**src/rtl/ifcp_pkg.sv**
```systemverilog
`timescale 1ns / 1ps
`default_nettype none

package ifcp_pkg;

  localparam int NUM_COLORS = 16;

  localparam logic [7:0] CODE_BOLD      = 8'h02;
  localparam logic [7:0] CODE_COLOR     = 8'h03;
  localparam logic [7:0] CODE_RESET     = 8'h0F;
  localparam logic [7:0] CODE_ITALIC    = 8'h1D;
  localparam logic [7:0] CODE_UNDERLINE = 8'h1F;
  localparam logic [7:0] CODE_COMMA     = 8'h2C;
  localparam logic [7:0] CODE_DIGIT_0   = 8'h30;
  localparam logic [7:0] CODE_DIGIT_9   = 8'h39;

  // two decimal digits give at most 99
  localparam int COLOR_NUM_COUNT = 100;

  typedef enum logic [2:0] {
    PH_PLAIN = 3'd0,
    PH_FG1   = 3'd1,
    PH_FG2   = 3'd2,
    PH_COMMA = 3'd3,
    PH_BG1   = 3'd4,
    PH_BG2   = 3'd5
  } ifcp_phase_t;

  typedef struct packed {
    logic        bold;
    logic        italic;
    logic        underline;
    logic        fore_valid;
    logic [3:0]  fore_index;
    logic        back_valid;
    logic [3:0]  back_index;
    ifcp_phase_t phase;
    logic [3:0]  first_digit;
  } ifcp_state_t;

  typedef struct packed {
    logic [7:0] char_out;
    logic       bold_on;
    logic       italic_on;
    logic       underline_on;
    logic       fore_valid;
    logic [3:0] fore_index;
    logic       back_valid;
    logic [3:0] back_index;
  } ifcp_result_t;

  localparam ifcp_state_t STATE_RESET = '{
    bold:        1'b0,
    italic:      1'b0,
    underline:   1'b0,
    fore_valid:  1'b0,
    fore_index:  4'd0,
    back_valid:  1'b0,
    back_index:  4'd0,
    phase:       PH_PLAIN,
    first_digit: 4'd0
  };

endpackage

`default_nettype wire

```
**src/rtl/ifcp_if.sv**
```systemverilog
`timescale 1ns / 1ps
`default_nettype none

interface ifcp_in_if;
  logic       valid;
  logic       ready;
  logic [7:0] text_byte;
  logic       last;

  modport source (output valid, output text_byte, output last, input ready);
  modport sink   (input valid, input text_byte, input last, output ready);
endinterface

interface ifcp_out_if;
  logic       valid;
  logic       ready;
  logic [7:0] char_out;
  logic       bold_on;
  logic       italic_on;
  logic       underline_on;
  logic       fore_valid;
  logic [3:0] fore_index;
  logic       back_valid;
  logic [3:0] back_index;

  modport source (output valid, output char_out, output bold_on, output italic_on,
                  output underline_on, output fore_valid, output fore_index,
                  output back_valid, output back_index, input ready);
  modport sink   (input valid, input char_out, input bold_on, input italic_on,
                  input underline_on, input fore_valid, input fore_index,
                  input back_valid, input back_index, output ready);
endinterface

`default_nettype wire

```
**src/rtl/ifcp_step.sv**
```systemverilog
`timescale 1ns / 1ps
`default_nettype none

module ifcp_step
  import ifcp_pkg::*;
(
  input  ifcp_state_t  state,
  input  logic [7:0]   text_byte,
  input  logic         last,
  output ifcp_state_t  state_nxt,
  output logic         emit,
  output ifcp_result_t result
);

  logic        is_digit;
  logic        is_comma;
  logic        continues;
  logic [6:0]  two_digit_num;
  logic [3:0]  one_digit_idx;
  logic [3:0]  two_digit_idx;
  logic [3:0]  color_mod_lut [0:COLOR_NUM_COUNT-1];
  ifcp_phase_t phase_nxt;
  ifcp_state_t attr;

  assign is_digit = (text_byte >= CODE_DIGIT_0) && (text_byte <= CODE_DIGIT_9);
  assign is_comma = (text_byte == CODE_COMMA);

  // constant lookup: color number to palette index
  for (genvar n = 0; n < COLOR_NUM_COUNT; n++) begin : g_color_mod
    assign color_mod_lut[n] = 4'(n % NUM_COLORS);
  end

  // first*10 + d as shifts and adds, at most 99
  assign two_digit_num = {state.first_digit, 3'b000} + {2'b00, state.first_digit, 1'b0}
                       + {3'b000, text_byte[3:0]};
  assign one_digit_idx = color_mod_lut[{3'b000, text_byte[3:0]}];
  assign two_digit_idx = color_mod_lut[two_digit_num];

  // does this byte extend the color sequence in progress
  always_comb begin
    case (state.phase)
      PH_FG1:   continues = is_digit;
      PH_FG2:   continues = is_digit || is_comma;
      PH_COMMA: continues = is_comma;
      PH_BG1:   continues = is_digit;
      PH_BG2:   continues = is_digit;
      default:  continues = 1'b0;
    endcase
  end

  // next parse phase
  always_comb begin
    phase_nxt = PH_PLAIN;
    if (continues) begin
      case (state.phase)
        PH_FG1:   phase_nxt = PH_FG2;
        PH_FG2:   phase_nxt = is_digit ? PH_COMMA : PH_BG1;
        PH_COMMA: phase_nxt = PH_BG1;
        PH_BG1:   phase_nxt = PH_BG2;
        default:  phase_nxt = PH_PLAIN;
      endcase
    end else if (text_byte == CODE_COLOR) begin
      phase_nxt = PH_FG1;
    end
  end

  // attributes and result
  always_comb begin
    attr = state;
    emit = 1'b0;
    if (continues) begin
      if (is_digit) begin
        case (state.phase)
          PH_FG1: begin
            attr.first_digit = text_byte[3:0];
            attr.fore_valid  = 1'b1;
            attr.fore_index  = one_digit_idx;
          end
          PH_FG2: begin
            attr.fore_valid = 1'b1;
            attr.fore_index = two_digit_idx;
          end
          PH_BG1: begin
            attr.first_digit = text_byte[3:0];
            attr.back_valid  = 1'b1;
            attr.back_index  = one_digit_idx;
          end
          PH_BG2: begin
            attr.back_valid = 1'b1;
            attr.back_index = two_digit_idx;
          end
          default: begin
            attr = state;
          end
        endcase
      end
    end else begin
      // bare color code clears both colors before the byte is taken as text
      if (state.phase == PH_FG1) begin
        attr.fore_valid = 1'b0;
        attr.fore_index = 4'd0;
        attr.back_valid = 1'b0;
        attr.back_index = 4'd0;
      end
      case (text_byte)
        CODE_BOLD:      attr.bold      = ~attr.bold;
        CODE_ITALIC:    attr.italic    = ~attr.italic;
        CODE_UNDERLINE: attr.underline = ~attr.underline;
        CODE_RESET: begin
          attr.bold       = 1'b0;
          attr.italic     = 1'b0;
          attr.underline  = 1'b0;
          attr.fore_valid = 1'b0;
          attr.fore_index = 4'd0;
          attr.back_valid = 1'b0;
          attr.back_index = 4'd0;
        end
        CODE_COLOR: begin
          emit = 1'b0;
        end
        default: begin
          emit = 1'b1;
        end
      endcase
    end
    attr.phase = phase_nxt;

    result.char_out     = text_byte;
    result.bold_on      = attr.bold;
    result.italic_on    = attr.italic;
    result.underline_on = attr.underline;
    result.fore_valid   = attr.fore_valid;
    result.fore_index   = attr.fore_valid ? attr.fore_index : 4'd0;
    result.back_valid   = attr.back_valid;
    result.back_index   = attr.back_valid ? attr.back_index : 4'd0;

    state_nxt = last ? STATE_RESET : attr;
  end

endmodule

`default_nettype wire

```
**src/rtl/irc_format_code_parser_core.sv**
```systemverilog
// Chat formatting-code parser.
// in_ch carries one message byte per beat (text_byte, last). Format codes
// update bold/italic/underline and the foreground/background colors and are
// dropped; every other byte comes out on out_ch with its current attributes.
// A byte with last set is parsed as usual, then all attributes return to
// their defaults.
// Throughput: one byte per cycle while in_ch.ready is high. The parse is one
// combinational step between the parser state registers and the result register.
// A text byte's result is registered in the output register, or in the skid
// register while a beat waits there untaken; format codes produce no beat.
// The result path has a two-entry buffer (output register plus skid
// register), so in_ch stays ready while one result waits. in_ch.ready drops
// only when both entries are full and rises again once out_ch takes a beat.
// Reset (rst_n low, synchronous) clears all attributes, the parse phase and
// both buffer entries.
`timescale 1ns / 1ps
`default_nettype none

module irc_format_code_parser_core
  import ifcp_pkg::*;
(
  input  wire logic  clk,
  input  wire logic  rst_n,
  ifcp_in_if.sink    in_ch,
  ifcp_out_if.source out_ch
);

  ifcp_state_t  state_r;
  ifcp_state_t  state_nxt;
  logic         emit;
  ifcp_result_t result;

  ifcp_result_t out_data_r;
  ifcp_result_t skid_data_r;
  logic         out_valid_r;
  logic         skid_valid_r;

  logic in_beat;
  logic out_beat;
  logic push;

  assign in_ch.ready = ~skid_valid_r;
  assign in_beat     = in_ch.valid && in_ch.ready;
  assign out_beat    = out_valid_r && out_ch.ready;
  assign push        = in_beat && emit;

  ifcp_step u_step (
    .state     (state_r),
    .text_byte (in_ch.text_byte),
    .last      (in_ch.last),
    .state_nxt (state_nxt),
    .emit      (emit),
    .result    (result)
  );

  always_ff @(posedge clk) begin
    if (!rst_n) begin
      state_r <= STATE_RESET;
    end else if (in_beat) begin
      state_r <= state_nxt;
    end
  end

  always_ff @(posedge clk) begin
    if (!rst_n) begin
      out_valid_r  <= 1'b0;
      skid_valid_r <= 1'b0;
    end else if (skid_valid_r) begin
      if (out_beat) begin
        skid_valid_r <= 1'b0;
      end
    end else if (push) begin
      if (out_valid_r && !out_beat) begin
        skid_valid_r <= 1'b1;
      end else begin
        out_valid_r <= 1'b1;
      end
    end else if (out_beat) begin
      out_valid_r <= 1'b0;
    end
  end

  always_ff @(posedge clk) begin
    if (skid_valid_r) begin
      if (out_beat) begin
        out_data_r <= skid_data_r;
      end
    end else if (push) begin
      if (out_valid_r && !out_beat) begin
        skid_data_r <= result;
      end else begin
        out_data_r <= result;
      end
    end
  end

  assign out_ch.valid        = out_valid_r;
  assign out_ch.char_out     = out_data_r.char_out;
  assign out_ch.bold_on      = out_data_r.bold_on;
  assign out_ch.italic_on    = out_data_r.italic_on;
  assign out_ch.underline_on = out_data_r.underline_on;
  assign out_ch.fore_valid   = out_data_r.fore_valid;
  assign out_ch.fore_index   = out_data_r.fore_index;
  assign out_ch.back_valid   = out_data_r.back_valid;
  assign out_ch.back_index   = out_data_r.back_index;

  // skid entry is only ever filled behind a held output entry
  a_skid_behind_out: assert property (@(posedge clk) disable iff (!rst_n)
    skid_valid_r |-> out_valid_r)
    else $error("skid entry valid while output register empty");

  // end of message returns the parser to its defaults
  a_last_clears: assert property (@(posedge clk) disable iff (!rst_n)
    (in_beat && in_ch.last) |=> (state_r == STATE_RESET))
    else $error("state not cleared after last beat");

  // a result with no foreground color set shows palette index zero
  a_index_masked: assert property (@(posedge clk) disable iff (!rst_n)
    (out_valid_r && !out_data_r.fore_valid) |-> (out_data_r.fore_index == 4'd0))
    else $error("foreground index nonzero while not valid");

  // a full buffer with no drain must keep refusing input
  a_full_blocks: assert property (@(posedge clk) disable iff (!rst_n)
    (skid_valid_r && !out_ch.ready) |=> !in_ch.ready)
    else $error("input taken while result buffer full");

endmodule

`default_nettype wire

```
**src/flat_wrapper.sv**
```systemverilog
// flat-port wrapper written by rule: the top's interface ports become plain ports
module irc_format_code_parser_core_flat import ifcp_pkg::*;
  (clk, rst_n, in_ch_valid, in_ch_text_byte, in_ch_last, in_ch_ready, out_ch_valid, out_ch_char_out, out_ch_bold_on, out_ch_italic_on, out_ch_underline_on, out_ch_fore_valid, out_ch_fore_index, out_ch_back_valid, out_ch_back_index, out_ch_ready);
  ifcp_in_if in_ch_i ();
  ifcp_out_if out_ch_i ();
  input  wire logic clk;
  input  wire logic rst_n;
  input wire logic [$bits(in_ch_i.valid)-1:0] in_ch_valid;
  input wire logic [$bits(in_ch_i.text_byte)-1:0] in_ch_text_byte;
  input wire logic [$bits(in_ch_i.last)-1:0] in_ch_last;
  output wire logic [$bits(in_ch_i.ready)-1:0] in_ch_ready;
  output wire logic [$bits(out_ch_i.valid)-1:0] out_ch_valid;
  output wire logic [$bits(out_ch_i.char_out)-1:0] out_ch_char_out;
  output wire logic [$bits(out_ch_i.bold_on)-1:0] out_ch_bold_on;
  output wire logic [$bits(out_ch_i.italic_on)-1:0] out_ch_italic_on;
  output wire logic [$bits(out_ch_i.underline_on)-1:0] out_ch_underline_on;
  output wire logic [$bits(out_ch_i.fore_valid)-1:0] out_ch_fore_valid;
  output wire logic [$bits(out_ch_i.fore_index)-1:0] out_ch_fore_index;
  output wire logic [$bits(out_ch_i.back_valid)-1:0] out_ch_back_valid;
  output wire logic [$bits(out_ch_i.back_index)-1:0] out_ch_back_index;
  input wire logic [$bits(out_ch_i.ready)-1:0] out_ch_ready;
  assign in_ch_i.valid = in_ch_valid;
  assign in_ch_i.text_byte = in_ch_text_byte;
  assign in_ch_i.last = in_ch_last;
  assign in_ch_ready = in_ch_i.ready;
  assign out_ch_valid = out_ch_i.valid;
  assign out_ch_char_out = out_ch_i.char_out;
  assign out_ch_bold_on = out_ch_i.bold_on;
  assign out_ch_italic_on = out_ch_i.italic_on;
  assign out_ch_underline_on = out_ch_i.underline_on;
  assign out_ch_fore_valid = out_ch_i.fore_valid;
  assign out_ch_fore_index = out_ch_i.fore_index;
  assign out_ch_back_valid = out_ch_i.back_valid;
  assign out_ch_back_index = out_ch_i.back_index;
  assign out_ch_i.ready = out_ch_ready;
  irc_format_code_parser_core u_core (.clk(clk), .rst_n(rst_n), .in_ch(in_ch_i), .out_ch(out_ch_i));
endmodule
```
**config.mk**
```make
export PLATFORM = sky130hd
export DESIGN_NAME = irc_format_code_parser_core_flat
export DESIGN_NICKNAME = d
export VERILOG_FILES = /design/src/rtl/ifcp_pkg.sv /design/src/rtl/ifcp_if.sv /design/src/rtl/ifcp_step.sv /design/src/rtl/irc_format_code_parser_core.sv /design/src/flat_wrapper.sv
export SDC_FILE = /design/constraint.sdc
export NUM_CORES = 1
export LEC_CHECK = 0
export BUFFER_PORTS_ARGS = -buffer_cell sky130_fd_sc_hd__buf_2
export CAP_MARGIN = 10
export CORE_AREA = 3 3 100 102
export CTS_BUF_LIST = sky130_fd_sc_hd__clkbuf_8
export DETAILED_ROUTE_END_ITERATION = 6
export DIE_AREA = 0 0 103 105
export PLACE_DENSITY = 0.62
export SETUP_SLACK_MARGIN = 0.4
export SYNTH_ARGS = -nofsm -noshare
export SYNTH_HDL_FRONTEND = slang
export SYNTH_SLANG_ARGS = --single-unit
```
**constraint.sdc**
```tcl
create_clock -name clk -period 7.2 [get_ports clk]
set_input_delay 0.72 -clock clk [delete_from_list [all_inputs] [get_ports clk]]
set_output_delay 0.72 -clock clk [all_outputs]
set_load 0.01 [all_outputs]
```
# Yosys cells after proc, flatten, opt, wreduce, memory -nomap -nowiden
# Memory sizes are Yosys's and may differ from the RTL's.
# Index checks and enable logic that the tools add are counted.
[word_totals]
regBits = 64
romBits = 1024
n_memories = 2
[classes]
add_sub_neg = 2
n_lt_le_gt_ge = 4
n_eq_ne = 14
n_mux = 36
n_bitwise = 6
n_reduce_logical = 19
[mem_list]
columns = ["name", "depth", "word_bits", "rd", "rd_clocked_by_memory_dff", "write_ports", "line_no", "rtl"]
rows = [
  ["(name not given)", 128, 4, 1, 0, 0, "ifcp_step.sv:37", "assign two_digit_idx = color_mod_lut[two_digit_num];"],
  ["(name not given)", 128, 4, 1, 0, 0, "ifcp_step.sv:36", "assign one_digit_idx = color_mod_lut[{3'b000, text_byte[3:0]}];"],
]
[ops]
columns = ["operator", "n"]
rows = [
  ["21-bit two-way mux", 4],
  ["4-bit two-way mux", 8],
  ["10-bit two-way mux", 2],
  ["20-bit two-way mux", 1],
  ["5-bit case mux with 2 select lines", 2],
  ["17-bit two-way mux", 1],
  ["8-bit by 2-bit == test with 1-bit output (second input constant)", 2],
  ["8-bit by 5-bit == test with 1-bit output (second input constant)", 2],
  ["8-bit greater-or-equal comparator (second input constant)", 2],
  ["13-bit two-way mux", 1],
  ["3-bit case mux with 4 select lines", 1],
  ["1-bit two-way mux", 10],
  ["2-bit nonzero test", 5],
  ["3-bit AND reduction", 3],
  ["8-bit by 4-bit == test with 1-bit output (second input constant)", 1],
  ["8-bit by 6-bit == test with 1-bit output (second input constant)", 1],
  ["8-bit by 6-bit greater-or-equal comparator with 1-bit output (second input constant)", 1],
  ["8-bit by 6-bit less-or-equal comparator with 1-bit output (second input constant)", 1],
  ["4-bit inverter with 8-bit output", 1],
  ["7-bit inverter with 8-bit output", 1],
  ["7-bit by 4-bit adder with 7-bit output", 1],
  ["7-bit by 5-bit adder with 7-bit output", 1],
  ["3-bit by 2-bit == test with 1-bit output (second input constant)", 2],
  ["3-bit == test (second input constant)", 2],
  ["14 further kinds", 25],
]

# Depth between registers and ports, before layout
# Gate-level depths: netlist of the first run.
[depth]
depth_word = 13
depth_mapped = 9

# Hierarchy
# A second synthesis of the first run with hierarchy kept.
[hier_totals]
cells_unflattened = 330
hier_area_um2 = 3463.3
[modules_own_cells]
columns = ["module", "n_inst", "cells_per_inst", "area_per_inst_um2", "seq_area_each_um2"]
rows = [
  ["irc_format_code_parser_core", 1, 168, 2399.8, 1701.6],
  ["ifcp_step", 1, 162, 1063.5, 0.0],
]

# Least setup slack after synthesis of the first run
# Ideal clock, no wire load.
[synth_path]
path_type = "input to register"
start = "input port in_ch_text_byte[0]"
end = "register u_core.skid_data_r[0] (netlist bit) (enable)"
setup_time_ns = 0.453
arrival_ns = 3.635
setup_slack_ns = 3.112
path_stages = 6
n_path_buf = 1
cell_sequence = "buf_2 > and4bb_2 > and3_1 > a21oi_1 > nand4_1 > nor4_1"
[synth_via]
elab_chain_len = 7
word_cells_on_any_way = 16
[synth_lines]
columns = ["item", "line_no", "rtl"]
rows = [
  ["from (decl)", "flat_wrapper.sv:9", "input wire logic [$bits(in_ch_i.text_byte)-1:0] in_ch_text_byte;"],
  ["8-bit by 6-bit greater-or-equal comparator with 1-bit output / 8-bit by 6-bit less-or-equal comparator with 1-bit output (equally long branches)", "ifcp_step.sv:25", "assign is_digit = (text_byte >= CODE_DIGIT_0) && (text_byte <= CODE_DIGIT_9);"],
  ["1-bit logical AND", "ifcp_step.sv:25", ""],
  ["1-bit logical OR", "ifcp_step.sv:43", "PH_FG2: continues = is_digit || is_comma;"],
  ["1-bit case mux with 3 select lines", "ifcp_step.sv:41", "case (state.phase)"],
  ["1-bit two-way mux (*)", "ifcp_step.sv:71", "if (continues) begin"],
  ["1-bit logical AND (*)", "irc_format_code_parser_core.sv:45", "assign push = in_beat && emit;"],
  ["3-bit AND reduction (no line) (*)", "n/a", ""],
  ["to (signal assigned)", "irc_format_code_parser_core.sv:90", "skid_data_r <= result;"],
  ["to (decl)", "irc_format_code_parser_core.sv:34", "ifcp_result_t skid_data_r;"],
]
# Every way passes the cells marked *; elsewhere a longest branch is shown, timed or not.
# A chain may end at the register's enable or synchronous reset.

==> impl.org, run 1 <==
** Routing
- Antenna viol nets, final :: 0
- Routed via count :: 2277
- Summed over all nets, wire length on met3 after detailed routing comes to 439 um.
- After detailed routing, the number of vias per cell comes to 5.43.
- Number of DRC markers after the initial detailed-route iteration :: 199
- Length of routed met2 wiring :: 3290 um
- In the routed design, unresolved DRC markers number 0.
- The detailed router put a total of 3160 um of wire on met1.
- After detailed routing, the average wire length per cell comes to 16.7 um.
- Summed over all layers, the routed wires come to 6980 um.
- The first detailed-routing pass took 4 iterations.
- Highest signal layer in the routed design :: met4

** Cells and area
- In the final design database the tool counted 325 nets.
- Combined area of the multi-input logic cells :: 1450 um^2
- Antenna fix cells :: 0
- Relative to the synthesized area, the layout overhead comes to 15.5%.
- The layout has 872 filler cells.
- For this run, the share of the core covered by cells in the final layout is 0.404.
- Summing all flip-flop and latch instances after layout gives 1700 um^2.
- Fraction of layout cells with a size suffix above 1 :: 0.295

** Run status
- Outcome :: completed

** Worst setup path
- Counting buffers and inverters, the worst setup path is 9 cells deep.
- Critical path buffer and inverter count :: 1
- Largest fanout of any net on the critical path :: 10
- Data on the critical path arrives at its endpoint at 3240 ps.
- The largest individual stage delay along the critical path comes from the cell sky130_fd_sc_hd__fa_1.
- Worst Setup End Kind :: flop
- Cell type group with the largest total delay on the critical path :: compound AO/OA/AOI/OAI gates
- The largest single stage delay on the critical path is 550 ps.
- Worst reg2reg path depth :: 5
- Required time at the worst-slack endpoint :: 7300 ps
- CP Cell Sequence :: buf_2 -> fa_1 -> ha_1 -> a21oi_1 -> nand4bb_1 -> a31oi_1 -> nor2_1 -> a221o_1 -> mux2_2
- The worst setup path is of the in -> reg kind.
- STA classifies the critical path startpoint as a primary input.

** STA
- The final number of max-transition violations is 0.
- Derived from the worst setup path, the maximum achievable clock frequency is 319 MHz.
- Hold Worst Slack :: 469 ps
- Final clock skew :: 7.45 ps
- Final hold vios :: 0
- Unrepaired setup endpoints after global routing :: no
- Tightest Pin Transition :: 784 ps
- Setup violations remaining at the end of the flow were counted as 0.
- Setup TNS :: 0 ps
- In the finished design, the share of the clock period the worst path needs comes to 0.436.
- Minimum clock period :: 3140 ps
- Tightest slew margin relative to the limit :: 0.473

** Clock network
- In this run the clock root is driven by a sky130_fd_sc_hd__clkbuf_8.
- Clock tree from TritonCTS :: built
- The clock passes through at most 2 buffers.
- Clock-pin slew was measured on the worst setup and hold paths at 70 ps.
- After clock tree synthesis, the flow added hold-fix buffers numbering 0.
- The clock reaches the later pin of the worst-skew pair after 350 ps.
- Post-CTS setup repair buffer count :: 0
- CTS built an H-tree with a depth of 3.
- The clock net in this run drives a total of 64 sinks.
- Post-CTS repair changed the size of 0 cells.
- Counting the buffers created by CTS gives 9.

** GRT
- Total routing resource utilization after global routing :: 0.139
- Wire length of the first global-routing pass :: 11600 um
- Number of antenna violations at the first check in global routing :: 0
- The total overflow left after global routing is 0.
- The number of global-route vias before repair came to 2245.
- Entering global routing, the biggest net connects 21 pins.

** Power and ir drop
- Worst VDD drop :: 0.0000785 V
- Dividing total power by cell area gives a power density of 219 nW/um^2.
- In this run the static leakage power is 1.37 nW.
- Of the total power, the clock network draws 0.419.
- The share of total power dissipated in combinational logic is 0.076.
- Switching part of the total :: 0.234
- Total Power :: 813 uW
- NetSw :: 190 uW
- Part of the power in registers :: 0.505
- The internal power of the cells totals 623 uW.

** Synthesis
- In the synthesized netlist the dominant register cell turns out to be sky130_fd_sc_hd__edfxtp_1.
- Yosys mapped a number of flops with a built-in enable equal to 42.
- In this run the cell area of the synthesized design comes to 3220 um^2.
- Counting every net in the synthesized netlist gives 289.
- Count of state elements after synthesis :: 64
- In the synthesized netlist the async set-or-reset flop fraction comes to 0.
- The synthesized netlist contains 63 unique library cells.
- Yosys warning count :: 0
- Synthesis handed over a netlist of 267 instances.
- Mean area per synthesized cell :: 12.0 um^2
- The share of the Yosys chip area taken by registers is 0.529.

** Die
- The die covers 10800 um^2.
- Pin placement for this block handled 36 I/O pins.
- Area of the core :: 9200 um^2
- In this run the core area contains 35 standard-cell rows.
- Initial standard-cell utilization of the core :: 0.350
- From left edge to right edge, the die measures 103 um.
- Die Span Y :: 105 um

** Place
- Global placer's final weighted congestion :: 0.824
- Number of I/O port buffers :: 35
- Placed wire-length estimate :: 4890 um

** Min path
- The worst hold path belongs to the class reg -> reg.
- Hold-critical path depth :: 2

** Flow run
- Across the run, the number of max-cap violations was 0.
[cells in the mapped netlist (2+ instances only)]
cell type,instances,area [um^2]
sky130_fd_sc_hd__clkbuf_1,5,18.8
sky130_fd_sc_hd__nor2_1,12,45.0
sky130_fd_sc_hd__o21ai_0,7,35.0
sky130_fd_sc_hd__o31ai_1,3,22.5
sky130_fd_sc_hd__a31oi_1,4,25.0
sky130_fd_sc_hd__inv_1,4,15.0
sky130_fd_sc_hd__nand3_1,4,20.0
sky130_fd_sc_hd__a21boi_0,3,22.5
sky130_fd_sc_hd__and4bb_2,2,25.0
sky130_fd_sc_hd__fa_1,2,40.0
sky130_fd_sc_hd__nor3b_2,3,37.5
sky130_fd_sc_hd__mux2i_1,3,30.0
sky130_fd_sc_hd__edfxtp_1,42,1260
sky130_fd_sc_hd__buf_1,2,7.51
sky130_fd_sc_hd__nand2_1,17,63.8
sky130_fd_sc_hd__nand4b_1,2,17.5
sky130_fd_sc_hd__nor2b_1,16,100
sky130_fd_sc_hd__nor3_1,6,30.0
sky130_fd_sc_hd__a22oi_1,12,90.1
sky130_fd_sc_hd__nor3b_1,3,22.5
sky130_fd_sc_hd__a22o_1,4,35.0
sky130_fd_sc_hd__nand4bb_1,2,22.5
sky130_fd_sc_hd__o21a_1,3,22.5
sky130_fd_sc_hd__mux2_2,19,214
sky130_fd_sc_hd__a21oi_2,2,17.5
sky130_fd_sc_hd__o211ai_1,2,15.0
sky130_fd_sc_hd__o22ai_1,2,12.5
sky130_fd_sc_hd__buf_2,2,10.0
sky130_fd_sc_hd__a21o_1,2,15.0
sky130_fd_sc_hd__buf_4,2,15.0
sky130_fd_sc_hd__and2_1,3,18.8
sky130_fd_sc_hd__a32o_1,4,40.0
sky130_fd_sc_hd__a21oi_1,6,30.0
sky130_fd_sc_hd__dfxtp_1,22,440
sky130_fd_sc_hd__xnor2_1,3,26.3
sky130_fd_sc_hd__ha_1,7,87.6
sky130_fd_sc_hd__and3_1,4,25.0
[metrics by stage]
stage | setup slack, ps | cells | instance area (um^2)
after floorplan | 3110 | 267 | 3220
after global placement | 3820 | 403 | 3500
after detailed placement | 3700 | 403 | 3500
after CTS | 4060 | 419 | 3720
after global routing | 3850 | 419 | 3720
final | 4060 | 419 | 3720
[cells by family after synthesis]
family	after synthesis	share of synthesized area
AOI/OAI and AO/OA	67	0.159
and+or+nand+nor	85	0.163
muxes	22	0.0758
buffers and inverters	17	0.0253
xor gates and xnor gates	3	0.00817
adders and majority gates	9	0.0397
DFF	64	0.529
[placed cells by master, fill, tap and decap left out, drive strengths merged, types with 4 or more instances in the layout]
cell type / synthesis / routed
a21oi: 8 / 8
a22o: 4 / 4
a22oi: 12 / 12
a31oi: 4 / 4
a32o: 4 / 4
and3: 4 / 4
buf: 7 / 37
clkbuf: 5 / 9
dfxtp: 22 / 22
edfxtp: 42 / 42
ha: 7 / 7
inv: 4 / 4
mux2: 19 / 19
nand2: 18 / 18
nand3: 4 / 4
nor2: 13 / 13
nor2b: 16 / 16
nor3: 6 / 6
nor3b: 6 / 6
o21ai: 9 / 9
[cell type report]
cell class | count | area share
timing repair buffer | 37 | 0.0512
clock inverter | 7 | 0.0259
clock buffer | 9 | 0.0333
sequential | 64 | 0.458
multi-input combinational | 186 | 0.389
tap | 111 | 0.0374
inverter | 5 | 0.00505
[power by group through the flow]
stage          registers [mW]  logic, mW  clock network [mW]
3_5_place_dp            0.419     0.0631                   0
4_1_cts                 0.411     0.0633               0.347
6_report                0.410     0.0622               0.341
5_1_grt                 0.412     0.0689               0.365
2_1_floorplan           0.423     0.0303                   0
3_3_place_gp            0.418     0.0629                   0
[metal layers]
| layer | vias up | global-route usage |
|---|---|---|
| li1 | 1095 | - |
| met1 | 1115 | 0.176 |
| met2 | 56 | 0.219 |
| met3 | 11 | 0.0394 |
| met4 | 0 | 0.0592 |
| met5 | - | 0 |
[sequential cells by signal, summed over array words and instances, names as in the netlist, 4 cells and up]
signal	count
u_core.out_ch.char_out	8
u_core.out_ch.fore_index	4
u_core.out_ch.back_index	4
u_core.skid_data_r	21
u_core.state_r	20
[final timing paths]
kind,to,start,slack (ps)
max,u_core.out_ch.back_index[3],in_ch_text_byte[3],4060
min,u_core.state_r[13],u_core.state_r[13],470
max reg2reg,u_core.state_r[12],u_core.skid_valid_r,4130
min reg2reg,u_core.state_r[13],u_core.state_r[13],470
[worst register-to-register path, stage by stage, from the launching register on]
cell                       delay (ps)
sky130_fd_sc_hd__dfxtp_1          750
sky130_fd_sc_hd__clkinv_1         690
sky130_fd_sc_hd__nand2_1          620
sky130_fd_sc_hd__nor2_1           330
sky130_fd_sc_hd__and2_1           300
sky130_fd_sc_hd__a32o_1           270
No activity file was read; power rests on OpenSTA's default activity.
==> run 2: changes to the inputs <==
Settings changed: ABC_AREA from default to 1, CORE_AREA 3 3 100 102 to 3 3 103 105, DIE_AREA 0 0 103 105 to 0 0 106 108, PLACE_DENSITY 0.62 to 0.63.
Clock period 7.2 ns to 2.78 ns, I/O delays scaled along.
==> impl.org, run 2 <==
** STA
- Top achievable clock speed :: 454 MHz
- The max-slew headroom at the worst pin is 0.453 (-0.0202).
- Total setup violations reported at the end of the flow :: 0 (unchanged)
- After layout, the minimum clock period comes to 2200 ps.
- The worst hold slack across all endpoints is 143 ps (-326 ps).
- The number of hold violations in the final report was 0 (unchanged).
- Max-slew violation total from the final report :: 0 (unchanged)
- Of the available clock period, the critical path in the final layout requires 0.793.
- Setup TNS :: 0 ps (unchanged)
- The worst-case setup margin in the final layout is 577 ps (-3490 ps).
- Final clock skew :: 9.09 ps (+1.64 ps)
- The actual transition at the worst max-transition pin was 820 ps (+35.9 ps).
- Unrepaired setup endpoints after global routing :: no

** Power and ir drop
- The leakage component of the power was 1.62 nW (+18%).
- The power density over the cells was 497 nW/um^2 (+130%).
- Worst VDD drop :: 0.000197 V (+150%)

** Clock network
- TritonCTS built the clock tree.
- Clock slew at the register clock pins of the worst setup and hold paths :: 70 ps (about the same)
- The count of hold-fix buffers inserted at cts was 0 (unchanged).
- Clock buffers created by TritonCTS :: 9 (unchanged)
- The tree is rooted in a sky130_fd_sc_hd__clkbuf_8.
- Number of sinks driven by the clock tree :: 64 (unchanged)
- The H-tree depth came to 3 (unchanged).
- Number of buffers on the longest clock path :: 2 (unchanged)
- Clock insertion delay at the later pin of the skew report :: 340 ps (about the same)

** Worst setup path
- Required time at the worst-slack endpoint :: 2880 ps (-4420 ps)
- The largest stage delay on the critical path was 500 ps (-50 ps).
- The buffering stage count on the worst path with inverters included is 1 (unchanged).
- Worst path arrival time :: 2310 ps (-930 ps)
- The cell that appears most often on the critical path is sky130_fd_sc_hd__nand2_1.
- Cell type group with the largest total delay on the critical path :: adder cells
- CP Cell Sequence :: fa_1 -> buf_4 -> ha_4 -> nand2_1 -> nand2_1 -> nand3_1 -> nand2_1 -> nand2_2 -> nand3_1 -> nand2_1 -> nand2_1 -> nand2_2 -> nand3_1 -> nand2_1
- Worst Setup End Kind :: flop
- Max stage delay cell, worst path :: sky130_fd_sc_hd__fa_1
- Critical path start-end classification :: reg -> reg
- The highest fanout seen on the critical path came to 4 (-6).
- STA classifies the critical path startpoint as a flop.

** Place
- Global placer's final weighted congestion :: 0.862 (+4.6%)
- The post-placement worst setup slack was 303 ps (-3400 ps).
- The detailed placement HPWL was 5280 um (+8.0%).
- The area of placed instances is 3700 um^2 (+5.9%).
- The count of buffers from port buffering is 35 (unchanged).

** Cells and area
- The share of layout cells above drive strength 1 came to 0.242 (-0.0538).
- The post-route cell area was 3920 um^2 (+5.5%).
- The share of the core filled with cells came to 0.403 (-0.00130).
- Commonest non-fill, non-tap cell in the layout :: sky130_fd_sc_hd__nand2_1
- Antenna fix cells :: 0 (unchanged)
- Register containing the most flip-flops in the final layout :: u_core.skid_data_r
- P&R area growth vs syn :: 15.9%
- The number of flip-flops in the largest register is 21 (unchanged).
- In the layout the commonest cells are 145 x sky130_fd_sc_hd__nand2_1, 42 x sky130_fd_sc_hd__edfxtp_1, 39 x sky130_fd_sc_hd__inv_1.
- The number of nets in the finished design is 468 (+44%).

** GRT
- The leftover overflow at the end of global routing was 0 (unchanged).
- Number of antenna violations at the first check in global routing :: 0 (unchanged)
- The total global-route track usage was 0.134 (-0.00466).
- The number of global-route vias before repair came to 2584 (+15%).
- The largest net degree at the start of global routing was 35 (+67%).
- The wire length of the first global-routing pass is 11900 um (+2.7%).

** Die
- The effective utilization at floorplan came to 0.347 (-0.00232).
- The number of placement rows is 36 (+2.9%).
- The total die area is 11400 um^2 (+5.9%).
- The height of the chip is 108 um (+2.9%).
- The total I/O pin count came to 36 (unchanged).
- Area of the core :: 9730 um^2 (+5.8%)
- The die width is 106 um (+2.9%).

** Synthesis
- Yosys warning count :: 0 (unchanged)
- Most instantiated library cell after synthesis :: sky130_fd_sc_hd__nand2_1
- Main area contributors after synthesis :: sky130_fd_sc_hd__edfxtp_1 37%, sky130_fd_sc_hd__nand2_1 16%, sky130_fd_sc_hd__dfxtp_1 13%
- The sequential fraction of the synthesis area was 0.503 (-0.0256).
- Mean area per synthesized cell :: 8.35 um^2 (-31%)
- Share of Yosys cell area claimed by the top area cell type :: 0.373 (-0.0190)
- Proportion of register bits with asynchronous set or reset after synthesis :: 0 (unchanged)
- The synthesized-area fraction occupied by adder cells was 0.0377 (-0.00192).
- The synthesized net count is 427 (+48%).
- The post-synthesis cell area is 3380 um^2 (+5.1%).
- The flip-flop and latch count after synthesis came to 64 (unchanged).
- The most used flip-flop cell after synthesis is sky130_fd_sc_hd__edfxtp_1.
- The xor and xnor fraction of the mapped netlist area was 0 (-0.00817).
- Of all cell types, the one taking the most synthesized area is sky130_fd_sc_hd__edfxtp_1.
- The count of flip-flops with a built-in enable after synthesis came to 42 (unchanged).
- The synthesized instance count is 405 (+52%).
- Counting instances in the post-synthesis netlist gives the leading cell types as 146 x sky130_fd_sc_hd__nand2_1, 42 x sky130_fd_sc_hd__edfxtp_1, 34 x sky130_fd_sc_hd__inv_1.
- The post-synthesis compound-gate area fraction is 0.0885 (-0.0706).
- The share of cell area taken by muxes after synthesis is 0 (-0.0758).
- Library cells used by synthesis :: 31 (-51%)
- The simple-gate portion of the synthesized area came to 0.300 (+0.137).
- After synthesis, the largest family of logic cells by area is simple AND/OR/NAND/NOR gates.

** Routing
- The detailed-route wire length is 7310 um (+4.7%).
- Routed via count :: 2746 (+21%)
- The first-pass iteration count of the detailed router is 5 (+1).
- The ratio of routed vias to standard cells was 4.70 (-13%).
- The number of design-rule violations left by the first detailed-router iteration is 189 (-5.0%).
- The count of antenna-violating nets left after detailed routing is 0 (unchanged).
- The average wire per cell in the routed design was 12.5 um (-25%).
- The total DRC errors in the routed layout came to 0 (unchanged).

** Run status
- The flow ran to the end, and the final reports show no timing, DRC or antenna violations.

** Flow run
- Max-capacitance violation count :: 0 (unchanged)

** Min path
- In this run the worst hold path is classified as in -> reg.
==> run 2: changes by cell type after synthesis, sizes merged, moves of 12 or more <==
| cell | previous run | this run |
|---|---|---|
| a21oi | 8 | 23 |
| a22oi | 12 | 0 |
| inv | 4 | 47 |
| mux2 | 19 | 0 |
| nand2 | 18 | 160 |
| nand3 | 4 | 32 |
| nor2b | 16 | 0 |
| o21ai | 9 | 23 |
==> run 2: repair_timing <==
item / 4_1_cts / 5_1_grt
resized for setup: 0 / 7
setup buffers: 0 / 1
endpoints found under the setup margin: 0 / 33
==> run 2: where the power goes <==
group          internal, mW  leakage, nW  switching (mW)
Sequential             1.05        0.562         0.00858
Combinational        0.0446        0.948           0.103
Clock                 0.397        0.109           0.343
Total                  1.49         1.62           0.454
==> run 2: path summary, 6_finish.rpt <==
kind,startpoint,to,slack (ps),depth (start not counted)
worst max-delay path,u_core.state_r[2],u_core.out_ch.back_index[2],580,14
worst max register to register,u_core.state_r[2],u_core.out_ch.back_index[2],580,14
worst min register to register,u_core.state_r[11],u_core.state_r[11],470,2
worst min-delay path,in_ch_text_byte[6],u_core.skid_data_r[19],140,1
==> run 2: area by class of cell <==
| class | count | area [um^2] |
|---|---|---|
| clock buffers | 9 | 124 |
| clock inverters | 7 | 53.8 |
| fillers | 984 | 5810 |
| inverters | 47 | 179 |
| multi-input cells | 283 | 1470 |
| flip-flops and latches | 64 | 1700 |
| well taps | 133 | 166 |
| repair buffers | 41 | 220 |
==> run 2: worst register-to-register path: stages (launching register included) <==
cell	delay, ps
sky130_fd_sc_hd__dfxtp_2	340
sky130_fd_sc_hd__fa_1	500
sky130_fd_sc_hd__buf_4	170
sky130_fd_sc_hd__ha_4	250
sky130_fd_sc_hd__nand2_1	40
sky130_fd_sc_hd__nand2_1	60
sky130_fd_sc_hd__nand3_1	50
sky130_fd_sc_hd__nand2_1	90
sky130_fd_sc_hd__nand2_2	80
sky130_fd_sc_hd__nand3_1	70
sky130_fd_sc_hd__nand2_1	50
sky130_fd_sc_hd__nand2_1	70
sky130_fd_sc_hd__nand2_2	70
sky130_fd_sc_hd__nand3_1	90
sky130_fd_sc_hd__nand2_1	50
==> run 2: cells by family (layout without fill, tap and decap cells) <==
| kind of cell | count (synthesis) | in the layout |
|---|---|---|
| flops | 64 | 64 |
| compound gates | 49 | 49 |
| buf+inv | 58 | 104 |
| simple gates | 225 | 225 |
| fa+ha+maj | 9 | 9 |
==> run 2: through the flow <==
stage                     power, mW  instances
after floorplan                1.16        405
after global placement         1.22        567
after detailed placement       1.23        567
after CTS                      1.96        583
after global routing           2.01        584
final                          1.95        584
==> run 2: routing by layer <==
| metal | part of all wire | GRT usage |
|---|---|---|
| met1 | 0.47 | 0.165 |
| met2 | 0.47 | 0.221 |
| met3 | 0.039 | 0.0352 |
| met4 | 0.021 | 0.0648 |
| met5 | 0 | 0 |
==> run 3: changes to the inputs <==
Clock period 2.78 ns to 1.99 ns, I/O delays scaled along.
==> impl.org, run 3 (synthesis gave the netlist of run 2 again) <==
** Run status
- The flow ran to the end, but the final reports show violations.
- The final reports fail on negative setup slack.

** GRT
- Number of global-route vias before repair :: 2952 (+14%)
- The initial antenna violation count was 0 (unchanged).
- The total global-route track usage came to 0.154 (+0.0194).
- Pin count of the biggest net entering global routing :: 35 (unchanged)
- The wire length of the first global-routing pass is 13900 um (+17%).
- Total congestion overflow after global routing :: 0 (unchanged)

** Min path
- The startpoint identified for the worst hold timing path is in_ch_text_byte[5].
- Hold-critical path depth :: 1 (unchanged)
- Class of the tightest hold or removal check :: in -> reg
- Endpoint, Worst Hold :: u_core.skid_data_r[18]

** Clock network
- The count of hold-fix buffers inserted at cts came to 0 (unchanged).
- Number of H-tree levels :: 3 (unchanged)
- Clock buffers created by TritonCTS :: 9 (unchanged)
- The clock insertion delay at the later pin of the skew report was 340 ps (about the same).
- The clock-pin slew on the worst setup and hold paths was 70 ps (about the same).
- Number of sinks driven by the clock tree :: 64 (unchanged)
- The maximum clock path buffer count was 2 (unchanged).
- Clock tree from TritonCTS :: built
- Clock root buffer :: sky130_fd_sc_hd__clkbuf_8

** Worst setup path
- Counting stages on the worst path, the most repeated cell is sky130_fd_sc_hd__nand2_1.
- The instance count on the critical path came to 14 (unchanged).
- The required arrival time at the worst endpoint is 2090 ps (-790 ps).
- STA classifies the critical path endpoint as a flop.
- For this design, the slowest cell found on the critical path is sky130_fd_sc_hd__fa_2.
- Launching point of the worst reg2reg path :: u_core.state_r[0]
- Worst path arrival time :: 2290 ps (-20 ps)
- The largest stage delay on the critical path was 480 ps (-20 ps).
- Critical path start-end classification :: reg -> reg
- CP Cell Sequence :: fa_2 -> fa_2 -> nand2_1 -> nand2_1 -> nand2_1 -> nand2_1 -> nand2_1 -> nand2_2 -> nand3_1 -> nand2_1 -> nand2_1 -> nand2_2 -> nand3_2 -> nand2_1
- Critical path buffer and inverter count :: 0 (-1)
- Cell type group with the largest total delay on the critical path :: adder cells
- Worst reg2reg path depth :: 14 (unchanged)
- Largest fanout of any net on the critical path :: 4 (unchanged)
- The endpoint identified for the worst register-to-register timing path is u_core.out_ch.back_index[2].
- Sort of element at the start of the critical path :: flop
- Reg-to-reg slack, setup :: -200 ps (-780 ps)

** Routing
- Total iterations of the first detailed-routing run :: 4 (-1)
- The detailed-route wire length was 8740 um (+19%).
- The ratio of routed vias to standard cells was 4.73 (+0.54%).
- The average wire per cell in the routed design was 13.8 um (+9.9%).
- The total DRC errors in the routed layout was 0 (unchanged).
- Antenna viol nets, final :: 0 (unchanged)
- Routed via count :: 3002 (+9.3%)
- Number of DRC markers after the initial detailed-route iteration :: 165 (-13%)

** Power and ir drop
- The worst-case vdd ir drop was 0.000285 V (+44%).
- Power per standard cell area :: 612 nW/um^2 (+23%)
- The leakage component of the power is 1.97 nW (+21%).

** Place
- Number of placed cells counting well taps :: 586 (+3.4%)
- Global placer's final weighted congestion :: 0.888 (+3.0%)
- The detailed placement HPWL was 5660 um (+7.2%).
- The count of buffers from port buffering is 35 (unchanged).

** Die
- Area enclosed by the die boundary :: 11400 um^2 (unchanged)
- The effective utilization at floorplan was 0.347 (unchanged).
- Number of rows in the core area :: 36 (unchanged)
- The height of the chip was 108 um (unchanged).
- The die width was 106 um (unchanged).
- The total I/O pin count was 36 (unchanged).
- Area of the core :: 9730 um^2 (unchanged)

** Cells and area
- Combined area of the multi-input logic cells :: 1690 um^2 (+15%)
- Register cell area after layout :: 1710 um^2 (+0.51%)
- The number of nets in the finished design is 519 (+11%).
- Counting flops per register, the top entry is u_core.skid_data_r.
- The share of layout cells above drive strength 1 was 0.416 (+0.175).
- The post-layout instance count excluding filler cells was 635 (+8.7%).
- The number of fill cells in the layout is 905 (-8.0%).
- Commonest non-fill, non-tap cell in the layout :: sky130_fd_sc_hd__nand2_1
- Most frequent cells in the layout :: 129 x sky130_fd_sc_hd__nand2_1, 42 x sky130_fd_sc_hd__edfxtp_1, 35 x sky130_fd_sc_hd__buf_2
- Compared with the post-synthesis result, the final layout area differs by 41.8%.
- Largest register FFs :: 21 (unchanged)
- The antenna cell count came to 0 (unchanged).

** STA
- The max-slew headroom at the worst pin is 0.761 (+0.309).
- The final period demand of the worst path was 2190 ps (-9.94 ps).
- The clock tree skew after final layout was 9.94 ps (+0.848 ps).
- Total setup violations reported at the end of the flow :: 12 (+12)
- The final period utilization is 1.10 (+0.310).
- The final number of max-transition violations was 0 (unchanged).
- Top achievable clock speed :: 456 MHz (+0.45%)
- Setup repair after global routing could not meet its margin everywhere.
- The number of hold violations in the final report was 0 (unchanged).
- Tightest Pin Transition :: 354 ps (-466 ps)
- Setup TNS :: -1790 ps (-1790 ps)
- The worst-case setup margin in the final layout came to -203 ps (-780 ps).

** Flow run
- Max-capacitance violation count :: 0 (unchanged)
-- run 3: cell types whose count changed in the layout (fill, tap and decap cells not counted), sizes merged --
cell,delta
buf,+51
clkbuf,+1
clkinv,+3
clkinvlp,+2
inv,-6
-- run 3: layer usage --
layer,vias to the layer above,GRT usage,part of all wire
met5,-,0,0
met4,0,0.0805,0.022
met3,15,0.0263,0.039
met2,66,0.272,0.51
met1,1415,0.179,0.43
li1,1506,-,-
-- run 3: worst register-to-register path: stages, from the launching register on --
cell	delay, ps
sky130_fd_sc_hd__dfxtp_2	370
sky130_fd_sc_hd__fa_2	480
sky130_fd_sc_hd__fa_2	330
sky130_fd_sc_hd__nand2_1	60
sky130_fd_sc_hd__nand2_1	70
sky130_fd_sc_hd__nand2_1	60
sky130_fd_sc_hd__nand2_1	50
sky130_fd_sc_hd__nand2_1	60
sky130_fd_sc_hd__nand2_2	80
sky130_fd_sc_hd__nand3_1	80
sky130_fd_sc_hd__nand2_1	50
sky130_fd_sc_hd__nand2_1	60
sky130_fd_sc_hd__nand2_2	70
sky130_fd_sc_hd__nand3_2	80
sky130_fd_sc_hd__nand2_1	50
-- run 3: worst max-delay path by stage --
stage,from,to
global placement,in_ch_text_byte[2],u_core.out_ch.back_index[3]
CTS,u_core.state_r[0],u_core.out_ch.fore_index[3]
finish,u_core.state_r[0],u_core.out_ch.back_index[2]
global route,u_core.state_r[0],u_core.out_ch.fore_index[3]
floorplan,u_core.state_r[0],u_core.out_ch.fore_index[3]
detailed placement,u_core.state_r[0],u_core.out_ch.fore_index[3]
-- run 3: what timing repair did --
| action | CTS | global route |
|---|---|---|
| setup buffers | 20 | 9 |
| pin swaps | 15 | 22 |
| setup endpoints to repair | 67 | 77 |
| cloned | 4 | 0 |
| gates resized for setup | 33 | 51 |
-- run 3: metrics by stage --
step | area (um^2) | hold slack, ps | power (mW) | setup WS [ps] | util
global route | 4790 | 52.0 | 3.03 | -303 | 0.493
finish | 4790 | 62.1 | 2.93 | -203 | 0.493
floorplan | 3450 | 298 | 1.62 | -71.7 | -
CTS | 4560 | 54.2 | 2.94 | -214 | 0.468
detailed placement | 3970 | 413 | 1.75 | -220 | 0.408
global placement | 3970 | 412 | 1.75 | -178 | 0.408
-- run 3: cell type report --
class,count,share of cell area
inverters,47,0.0412
repair buffers,92,0.172
clock buffers,10,0.0287
clock inverters,6,0.0125
well taps,133,0.0347
flip-flops and latches,64,0.357
multi-input cells,283,0.353
-- run 3: power by group --
group          switching, mW  total [mW]  internal [mW]
sequential            0.0130        1.48           1.46
clock                  0.537        1.14          0.606
combinational          0.175       0.314          0.139
